## config.mk

```make
export PLATFORM = sky130hd
export DESIGN_NAME = hart_register_file_and_csrs_top
export DESIGN_NICKNAME = d
export VERILOG_FILES = /design/src/sv/hrf_pkg.sv /design/src/sv/hrf_ram.sv /design/src/sv/hart_register_file_and_csrs_top.sv
export SDC_FILE = /design/constraint.sdc
export NUM_CORES = 1
export LEC_CHECK = 0
export BUFFER_PORTS_ARGS = -buffer_cell sky130_fd_sc_hd__buf_2
export CAP_MARGIN = 20
export CORE_MARGIN = 4
export CORE_UTILIZATION = 25
export CTS_CLUSTER_SIZE = 16
export DETAILED_ROUTE_END_ITERATION = 8
export PLACE_DENSITY = 0.41
export SYNTH_ARGS = -nofsm -noshare
export SYNTH_HDL_FRONTEND = slang
export SYNTH_HIERARCHICAL = 1
export SYNTH_SLANG_ARGS = --single-unit
```

## constraint.sdc

```tcl
create_clock -name clk -period 17.6 [get_ports clk]
set_input_delay 2.64 -clock clk [delete_from_list [all_inputs] [get_ports clk]]
set_output_delay 2.64 -clock clk [all_outputs]
set_load 0.01 [all_outputs]
```

## src/sv/hrf_pkg.sv

```systemverilog
// Shared types and constants for the hart register file and machine CSRs.
`default_nettype none
package hrf_pkg;

  localparam int NUM_GPRS_DEFAULT = 32;
  localparam int XLEN             = 32;
  localparam int CFG_IDX_W        = 2;

  // Operation codes
  localparam logic [2:0] OP_GPR_RD = 3'd0;
  localparam logic [2:0] OP_GPR_WR = 3'd1;
  localparam logic [2:0] OP_CSR_RD = 3'd2;
  localparam logic [2:0] OP_CSR_WR = 3'd3;
  localparam logic [2:0] OP_TRAP   = 3'd4;
  localparam logic [2:0] OP_REINIT = 3'd5;

  // CSR addresses
  localparam logic [11:0] CSRA_STATUS = 12'h300;
  localparam logic [11:0] CSRA_TVEC   = 12'h305;
  localparam logic [11:0] CSRA_EPC    = 12'h341;
  localparam logic [11:0] CSRA_CAUSE  = 12'h342;
  localparam logic [11:0] CSRA_VENDOR = 12'hF11;
  localparam logic [11:0] CSRA_ARCH   = 12'hF12;

  localparam logic [XLEN-1:0] MSTATUS_FIXED = 32'h0000_1800;

  // Configuration register indexes
  localparam logic [CFG_IDX_W-1:0] CFG_BOOT_PC   = 2'd0;
  localparam logic [CFG_IDX_W-1:0] CFG_VENDOR_ID = 2'd1;
  localparam logic [CFG_IDX_W-1:0] CFG_ARCH_ID   = 2'd2;

  typedef struct packed {
    logic [2:0]      op;
    logic [4:0]      reg_index;
    logic [11:0]     csr_addr;
    logic [XLEN-1:0] write_value;
    logic [XLEN-1:0] trap_cause;
    logic [XLEN-1:0] fault_pc;
  } hrf_in_t;

  typedef struct packed {
    logic [XLEN-1:0] read_data;
    logic            addr_ok;
    logic [XLEN-1:0] next_pc;
    logic            next_pc_valid;
  } hrf_out_t;

endpackage
`default_nettype wire

```

## src/sv/hrf_ram.sv

```systemverilog
// Generic single-port-write, single-port-read RAM with registered read data.
`default_nettype none
module hrf_ram #(
  parameter int WIDTH = 32,
  parameter int DEPTH = 32
) (
  input  wire logic                     clk,
  input  wire logic                     we,
  input  wire logic [$clog2(DEPTH)-1:0] waddr,
  input  wire logic [WIDTH-1:0]         wdata,
  input  wire logic                     re,
  input  wire logic [$clog2(DEPTH)-1:0] raddr,
  output logic      [WIDTH-1:0]         rdata
);

  logic [WIDTH-1:0] mem [DEPTH];

  always_ff @(posedge clk) begin
    if (we) begin
      mem[waddr] <= wdata;
    end
    if (re) begin
      rdata <= mem[raddr];
    end
  end

endmodule
`default_nettype wire

```

## src/sv/hart_register_file_and_csrs_top.sv

```systemverilog
// Top level: RV32 general registers and machine-mode CSRs.
`default_nettype none
// Architectural state of a minimal RV32 hart. Each input beat carries one
// operation (gpr read/write, csr read/write, trap entry, reinit) and yields
// exactly one output beat. Throughput is one beat per cycle unless out_stall
// holds the output. The RAM read and the stage 1 register load at the accept
// edge; stage 1 then moves into the output register, which raises out_valid.
// out_stall holds the output register and stage 1, and with two beats held
// the input stalls. All state updates and CSR reads happen at the accept
// edge, so a read always sees every earlier write with no interlock. x0 and
// indexes at or above NUM_GPRS read zero and drop writes. The register RAM
// has a valid bit per entry, cleared by reset and by reinit, so no clearing
// pass is needed and an unwritten register reads zero. mstatus is hardwired
// to 0x1800; mtvec and mepc hold bits 31..2 only. Configuration (reset
// vector, vendor and arch IDs) is to be written only while idle, through
// cfg_we/cfg_index/cfg_data; the block itself does not enforce this. Index
// 3 is ignored. Reinit keeps the configuration.
module hart_register_file_and_csrs_top #(
  parameter int NUM_GPRS = hrf_pkg::NUM_GPRS_DEFAULT
) (
  input  wire logic                                  clk,
  input  wire logic                                  rst,
  input  wire logic                                  in_valid,
  output logic                                       in_stall,
  input  wire hrf_pkg::hrf_in_t                      in_item,
  output logic                                       out_valid,
  input  wire logic                                  out_stall,
  output hrf_pkg::hrf_out_t                          out_item,
  input  wire logic                                  cfg_we,
  input  wire logic [hrf_pkg::CFG_IDX_W-1:0]         cfg_index,
  input  wire logic [hrf_pkg::XLEN-1:0]              cfg_data
);
  import hrf_pkg::*;

  localparam int AW = $clog2(NUM_GPRS);

  // configuration
  logic [XLEN-1:0] boot_pc;
  logic [XLEN-1:0] vendor_id;
  logic [XLEN-1:0] arch_id;

  // machine CSRs
  logic [XLEN-3:0] trap_vector;
  logic [XLEN-3:0] saved_pc;
  logic [XLEN-1:0] cause_reg;

  // per-entry written flags for the register RAM
  logic [NUM_GPRS-1:0] gpr_valid;

  // stage 1: RAM read in flight
  logic     s1_valid;
  logic     s1_use_ram;
  hrf_out_t s1_res;
  hrf_out_t s1_out;
  logic     s1_adv;

  logic            accept;
  logic            idx_ok;
  logic [AW-1:0]   gpr_addr;
  logic [XLEN-1:0] ram_rdata;
  logic            ram_we;
  logic            ram_re;
  hrf_out_t        res_next;

  assign s1_adv   = s1_valid && (!out_valid || !out_stall);
  assign in_stall = s1_valid && !s1_adv;
  assign accept   = in_valid && !in_stall;

  assign gpr_addr = in_item.reg_index[AW-1:0];
  assign idx_ok   = (in_item.reg_index != 5'd0) && (int'(in_item.reg_index) < NUM_GPRS);

  assign ram_we = accept && (in_item.op == OP_GPR_WR) && idx_ok;
  assign ram_re = accept && (in_item.op == OP_GPR_RD) && idx_ok;

  hrf_ram #(
    .WIDTH (XLEN),
    .DEPTH (NUM_GPRS)
  ) u_gpr_ram (
    .clk   (clk),
    .we    (ram_we),
    .waddr (gpr_addr),
    .wdata (in_item.write_value),
    .re    (ram_re),
    .raddr (gpr_addr),
    .rdata (ram_rdata)
  );

  // Result fields known at accept time; gpr read data joins in stage 1.
  always_comb begin
    res_next = '0;
    res_next.addr_ok = 1'b1;
    case (in_item.op)
      OP_CSR_RD: begin
        case (in_item.csr_addr)
          CSRA_VENDOR: res_next.read_data = vendor_id;
          CSRA_ARCH:   res_next.read_data = arch_id;
          CSRA_STATUS: res_next.read_data = MSTATUS_FIXED;
          CSRA_TVEC:   res_next.read_data = {trap_vector, 2'b00};
          CSRA_EPC:    res_next.read_data = {saved_pc, 2'b00};
          CSRA_CAUSE:  res_next.read_data = cause_reg;
          default:     res_next.addr_ok = 1'b0;
        endcase
      end
      OP_CSR_WR: begin
        case (in_item.csr_addr)
          CSRA_VENDOR, CSRA_ARCH, CSRA_STATUS,
          CSRA_TVEC, CSRA_EPC, CSRA_CAUSE: res_next.addr_ok = 1'b1;
          default:                         res_next.addr_ok = 1'b0;
        endcase
      end
      OP_TRAP: begin
        res_next.next_pc       = {trap_vector, 2'b00};
        res_next.next_pc_valid = 1'b1;
      end
      OP_REINIT: begin
        res_next.next_pc       = boot_pc;
        res_next.next_pc_valid = 1'b1;
      end
      default: ;
    endcase
  end

  // stage 1 result with the gpr read data merged in
  always_comb begin
    s1_out = s1_res;
    if (s1_use_ram) begin
      s1_out.read_data = ram_rdata;
    end
  end

  // configuration writes
  always_ff @(posedge clk) begin
    if (rst) begin
      boot_pc   <= '0;
      vendor_id <= '0;
      arch_id   <= '0;
    end else if (cfg_we) begin
      case (cfg_index)
        CFG_BOOT_PC:   boot_pc   <= cfg_data;
        CFG_VENDOR_ID: vendor_id <= cfg_data;
        CFG_ARCH_ID:   arch_id   <= cfg_data;
        default: ;
      endcase
    end
  end

  // architectural state updates at the accept edge
  always_ff @(posedge clk) begin
    if (rst) begin
      trap_vector <= '0;
      saved_pc    <= '0;
      cause_reg   <= '0;
      gpr_valid   <= '0;
    end else if (accept) begin
      case (in_item.op)
        OP_GPR_WR: begin
          if (idx_ok) begin
            gpr_valid[gpr_addr] <= 1'b1;
          end
        end
        OP_CSR_WR: begin
          case (in_item.csr_addr)
            CSRA_TVEC:  trap_vector <= in_item.write_value[XLEN-1:2];
            CSRA_EPC:   saved_pc    <= in_item.write_value[XLEN-1:2];
            CSRA_CAUSE: cause_reg   <= in_item.write_value;
            default: ;
          endcase
        end
        OP_TRAP: begin
          saved_pc  <= in_item.fault_pc[XLEN-1:2];
          cause_reg <= in_item.trap_cause;
        end
        OP_REINIT: begin
          trap_vector <= '0;
          saved_pc    <= '0;
          cause_reg   <= '0;
          gpr_valid   <= '0;
        end
        default: ;
      endcase
    end
  end

  // stage 1 and output register
  always_ff @(posedge clk) begin
    if (rst) begin
      s1_valid  <= 1'b0;
      out_valid <= 1'b0;
    end else begin
      if (accept) begin
        s1_valid <= 1'b1;
      end else if (s1_adv) begin
        s1_valid <= 1'b0;
      end
      if (s1_adv) begin
        out_valid <= 1'b1;
      end else if (!out_stall) begin
        out_valid <= 1'b0;
      end
    end
  end

  always_ff @(posedge clk) begin
    if (accept) begin
      s1_res     <= res_next;
      s1_use_ram <= ram_re && gpr_valid[gpr_addr];
    end
    if (s1_adv) begin
      out_item <= s1_out;
    end
  end

endmodule
`default_nettype wire

```

==> flow_summary.toml, run 1 <==
[outcome]
status = "complete, no violations"

[final_layout]
fillCellCount = 22016
top_register = "u_gpr_ram/mem"
drive_gt1_share_pct = 15.7
area_growth_pct = 17.2
layout_commonest_cell = "edfxtp_1"
largest_reg_flops = 1024
finalInstanceArea_mm2 = 0.0647
final_util_pct = 29.5
nNetsFinal = 4033
instances_no_fill = 6956
final_cell_mix = "1189 x edfxtp_1, 545 x mux2i_1, 299 x nand2_1, 231 x a21oi_1, 222 x dfxtp_1"

[placement]
pre_cts_ws_ns = 10.25
dp_cells = 6676
io_buffers = 220
gp_congestion = 0.734
place_area_mm2 = 0.0599
dp_hpwl_mm = 97.6

[die]
initial_core_util_pct = 25.1
coreArea_mm2 = 0.220
chipHeight_um = 478
die_x_um = 478
ios = 223
die-area_mm2 = 0.228
rows = 172

[worst_setup_path]
worst_path_most_repeated_cell = "buf_4"
crit_buf_inv = 5
critPathArrivalTime_ns = 6.95
cp-end-kind = "register"
path_class = "input pin to register"
cp_cell_sequence = "buf_8 -> buf_4 -> buf_4 -> buf_4 -> buf_4 -> mux2i_1 -> a22oi_1 -> nand3_1 -> nand3_1"
slowest_stage = "buf_4"
critical-path-top-delay-family = "buffers and inverters"
crit_path_max_fanout = 62
start_kind = "input pin"
cp.required_ns = 18.07
max_stage_delay_ns = 0.84

[cts]
cts_tree = "done"
cts_setup_buffers = 0
cts_hold_buf = 0
cts_root_buf = "clkbuf_16"
clkLatencyLatePin_ns = 0.77
h-tree-depth = 4
clk_path_buf_depth = 3
cts_made_buffers = 158
path_clk_slew_ns = 0.06
cts.sinks = 1411
cts_resized = 0

[grt]
grt_max_degree = 96
grt_pass1_vias = 32250
grt_pass1_wl_mm = 239
overflow = 0
grt_usage_pct = 14.3
antenna_found_initial = 14

[route]
vias = 32052
wl_per_cell_um = 24.0
drc = 0
firstDrtPassIters = 7
avgViaCountPerCell = 4.61
ant_nets = 0
first_iter_violations = 2016
finalWirelength_mm = 167

[sta]
worst_pin_slew_ns = 1.17
hold_slack_ns = 0.416
fin_tns_setup_ns = 0
slew-limit-headroom_pct = 21.7
post-route-period-util_pct = 36.8
fmax_mhz = 154
drv_slew = 0
rsz0062_at_grt = "no"
hold_violations = 0
setup_viol = 0
worst_slack_ns = 11.12
period_minus_slack_ns = 6.48
finalClockSkew_ns = 0.0259

[logic_synthesis]
ys.warnings.count = 6
synth_cells = 3648
ys.flop_type = "edfxtp_1"
netlist.area_leader.share_pct = 64.7
synth.area.top_cells = "edfxtp_1 65%, mux2i_1 9.9%, dfxtp_1 8.0%"
ys_seq_area_share_pct = 72.7
synth_nets = 3803
ys_seq_elements = 1411
synth_top_cell_by_area = "edfxtp_1"
synthArstFlopShare_pct = 0
avgSynthCellArea_um2 = 15.1
yosysUniqueCellTypes = 55
synthesis.area_mm2 = 0.0552
synth-edff-count = 1189

[power]
p_sw_share_pct = 22.1
internal-power_mw = 5.58
power_frac_seq_pct = 51.2
p_total_mw = 7.17
p_sw_mw = 1.58
comb_power_share_pct = 5.3
clockPowerShare_pct = 43.4
leakagePower_nw = 21.9
vdd_drop_max_uv = 96.7
pwr_density_cell_mw_per_mm2 = 111

[min_path]
worstHoldPathType = "register to register"

[flow_run]
cap_violations = 0
==> final timing paths <==
kind | start | endpoint | slack (ns) | depth (start not counted)
setup / recovery | in_item[108] | u_gpr_ram/rdata[6] | 11.12 | 9
hold / removal | s1_out[5] | out_item[5] | 0.42 | 0
setup reg to reg | out_valid | u_gpr_ram/mem[30][8] | 13.40 | 7
hold reg to reg | s1_out[5] | out_item[5] | 0.42 | 0
==> power by group through the flow <==
stage	Clock (mW)	Combinational (mW)	Sequential, mW
6_report	3.11	0.381	3.67
5_1_grt	3.35	0.414	3.67
4_1_cts	3.21	0.393	3.67
3_5_place_dp	0	0.392	3.74
3_3_place_gp	0	0.390	3.74
2_1_floorplan	0	0.202	3.74
==> synthesized netlist by cell type (6+ instances only) <==
| library cell | number |
|---|---|
| buf_1 | 23 |
| buf_6 | 15 |
| edfxtp_1 | 1189 |
| mux2i_1 | 545 |
| mux2_2 | 41 |
| a22oi_1 | 200 |
| nor2_1 | 200 |
| dfxtp_1 | 222 |
| clkbuf_1 | 126 |
| nand3_1 | 101 |
| and3_1 | 6 |
| a211oi_1 | 62 |
| buf_2 | 44 |
| o22ai_1 | 15 |
| a31oi_1 | 34 |
| buf_4 | 36 |
| nor3_1 | 38 |
| nand2b_1 | 6 |
| nand2_1 | 300 |
| nand3b_1 | 6 |
| a21oi_1 | 231 |
| inv_1 | 6 |
| a22o_1 | 132 |
| a222oi_1 | 14 |
==> cell families after synthesis <==
kind of cell | share of synthesized area (%)
AOI/OAI and AO/OA | 8.76
buffers and inverters | 2.28
DFF | 72.7
muxes | 10.8
and+or+nand+nor | 5.45
==> worst register-to-register path, cell delays in order, from the launching register on <==
cell and delay [ns]:
dfxtp_1 0.35, nand3_1 0.14, inv_1 0.08, or4_1 0.62, nor2_1 0.54, nand3b_1 0.80, nor2_4 0.80, buf_4 0.48
==> final cells by class <==
class                   instances  area, um^2  share of cell area (%)
repair buffers                316        1860                    2.87
clock inverters                62         500                   0.773
multi-input cells            1985       14200                    21.9
clock buffers                 214        4320                    6.67
inverters                       6        23.8                  0.0367
diodes                          4        10.0                  0.0155
flip-flops and latches       1411       40100                    62.0
well taps                    2958        3700                    5.72
==> per-layer routing <==
layer | GRT usage (%) | routed length (um) | vias up | share of wire, %
met1 | 19.5 | 76800 | 16639 | 46
met3 | 2.24 | 6250 | 217 | 3.7
met5 | 0 | 79 | - | 0.047
met4 | 3.53 | 3240 | 16 | 1.9
li1 | - | - | 14602 | -
met2 | 23.7 | 80600 | 578 | 48
No activity file was read; power rests on OpenSTA's default activity.
==> run 2: changes to the inputs <==
Settings changed: ABC_AREA set to 1.
Clock period 17.6 ns to 6.6 ns, I/O delays scaled along.
==> flow_summary.toml, run 2 <==
[grt]
grt_pass1_vias = 38738
antenna_found_initial = 21
grt_pass1_wl_mm = 288
grt_usage_pct = 16.2
grt_max_degree = 158
overflow = 0

[min_path]
worstHoldPathType = "register to register"
min_path_cells = 0
min_to = "out_item[27]"
hp-start = "s1_out[27]"

[sta]
finalClockSkew_ns = 0.0232
post-route-period-util_pct = 56.7
worst_pin_slew_ns = 1.14
rsz0062_at_grt = "no"
period_minus_slack_ns = 3.74
fin_tns_setup_ns = 0
slew-limit-headroom_pct = 24.0
hold_slack_ns = 0.418
fmax_mhz = 267
setup_viol = 0
hold_violations = 0
drv_slew = 0

[final_layout]
final_cell_mix = "1946 x nand2_1, 1189 x edfxtp_1, 942 x nand3_1, 453 x nor2_1, 222 x dfxtp_1"
fillCellCount = 24254
top_register = "u_gpr_ram/mem"
largest_reg_flops = 1024
nNetsFinal = 5838
seq_area_mm2 = 0.0401
layout_commonest_cell = "nand2_1"
multi_input_area_mm2 = 0.0162
area_growth_pct = 15.7
drive_gt1_share_pct = 10.9

[power]
leakagePower_nw = 25.0
pwr_density_cell_mw_per_mm2 = 289
vdd_drop_max_uv = 262

[cts]
cts_made_buffers = 161
clkLatencyLatePin_ns = 0.80
path_clk_slew_ns = 0.06
cts_setup_buffers = 0
h-tree-depth = 4
cts_resized = 0
cts_root_buf = "clkbuf_16"
cts_tree = "done"
cts_hold_buf = 0
clk_path_buf_depth = 3
cts.sinks = 1411

[worst_setup_path]
critPathArrivalTime_ns = 4.20
reg2reg_to = "u_gpr_ram/mem[17][9]"
path_class = "input pin to register"
start_kind = "input pin"
worst_path_most_repeated_cell = "buf_4"
crit_buf_inv = 5
cp_cell_sequence = "buf_8 -> inv_1 -> nand2_1 -> nor2_1 -> nor3_1 -> buf_4 -> nand3_1 -> buf_4 -> nor2_4 -> buf_4"
slowest_stage = "nor2_4"
crit_path_max_fanout = 63
r2r_slack_ns = 3.23
cp.required_ns = 7.06
rr_startpoint = "out_valid"
r2r_cells = 12
critical-path-top-delay-family = "buffers and inverters"
cp-end-kind = "register"
max_stage_delay_ns = 0.71

[die]
rows = 177
coreArea_mm2 = 0.233
initial_core_util_pct = 25.1
die_x_um = 492
ios = 223
die-area_mm2 = 0.242
chipHeight_um = 492

[logic_synthesis]
synthArstFlopShare_pct = 0
synth_cells = 5535
avgSynthCellArea_um2 = 10.6
ys_seq_elements = 1411
synth.most_common_cell = "nand2_1"
ys_seq_area_share_pct = 68.6
synthesis.area_mm2 = 0.0585
synth.area.top_cells = "edfxtp_1 61%, nand2_1 13%, nand3_1 8.1%"
ys_top_cells_by_count = "1949 x nand2_1, 1189 x edfxtp_1, 942 x nand3_1, 490 x nor2_1, 222 x dfxtp_1"
synth_nets = 5690
netlist.area_leader.share_pct = 61.0
synth-edff-count = 1189
ys.warnings.count = 6
yosysUniqueCellTypes = 29
synth_top_cell_by_area = "edfxtp_1"
ys.flop_type = "edfxtp_1"

[outcome]
status = "complete, no violations"

[route]
drc = 0
wl_per_cell_um = 22.6
firstDrtPassIters = 6
first_iter_violations = 3098
ant_nets = 0
vias = 40648
finalWirelength_mm = 202
avgViaCountPerCell = 4.54

[placement]
gp_congestion = 0.821
dp_hpwl_mm = 120
io_buffers = 220

[flow_run]
cap_violations = 0
[run 2: worst max path at each step]
stage                       from                    to  slack [ns]  cells after the start
floorplan              out_stall  u_gpr_ram/mem[27][0]        1.98                      9
global placement    in_item[109]  u_gpr_ram/mem[9][26]        2.01                     10
detailed placement  in_item[109]  u_gpr_ram/mem[9][26]        1.98                     10
CTS                 in_item[109]  u_gpr_ram/mem[9][24]        2.84                     10
global route        in_item[108]  u_gpr_ram/mem[17][4]        2.69                     10
finish              in_item[109]  u_gpr_ram/mem[17][9]        2.86                     10
[run 2: cell families (layout without fill, tap and decap cells)]
kind of cell / Yosys count / count (layout) / synth area share (%)
AO/OA/AOI/OAI: 184 / 184 / 1.75
buffers and inverters: 442 / 717 / 4.24
flip-flops: 1411 / 1411 / 68.6
multiplexers: 32 / 32 / 0.616
other: 0 / 8 / 0
AND/OR/NAND/NOR: 3466 / 3466 / 24.8
[run 2: layer usage]
metal / track usage (%) / vias to the layer above / wire [um]
li1: - / 19160 / -
met4: 3.71 / 4 / 3680
met2: 26.8 / 938 / 96500
met3: 2.37 / 222 / 9020
met1: 22.5 / 20324 / 92900
met5: 0 / - / 27
[run 2: power breakdown]
part / leakage (nW) / switching (mW) / internal (mW)
Sequential: 12.6 / 0.0689 / 9.78
Combinational: 9.97 / 0.968 / 0.325
Clock: 2.39 / 3.62 / 4.80
Total: 25.0 / 4.66 / 14.9
[run 2: area by class of cell]
class	count	share of cell area, %
well taps	3132	5.79
diodes	8	0.0296
clock inverters	61	0.604
repair buffers	324	3.15
inverters	103	0.636
flip-flops and latches	1411	59.3
multi-input cells	3682	23.9
clock buffers	229	6.62
[run 2: through the flow]
step / instances / utilization (%) / setup WS, ns / power (mW) / cell area [um^2]
floorplan: 5535 / - / 1.98 / 10.7 / 58500
global placement: 8650 / 27.0 / 2.01 / 11.4 / 62700
detailed placement: 8650 / 27.0 / 1.98 / 11.4 / 62700
CTS: 8940 / 29.1 / 2.84 / 19.8 / 67600
global route: 8944 / 29.1 / 2.69 / 20.3 / 67700
finish: 8950 / 29.1 / 2.86 / 19.6 / 67700
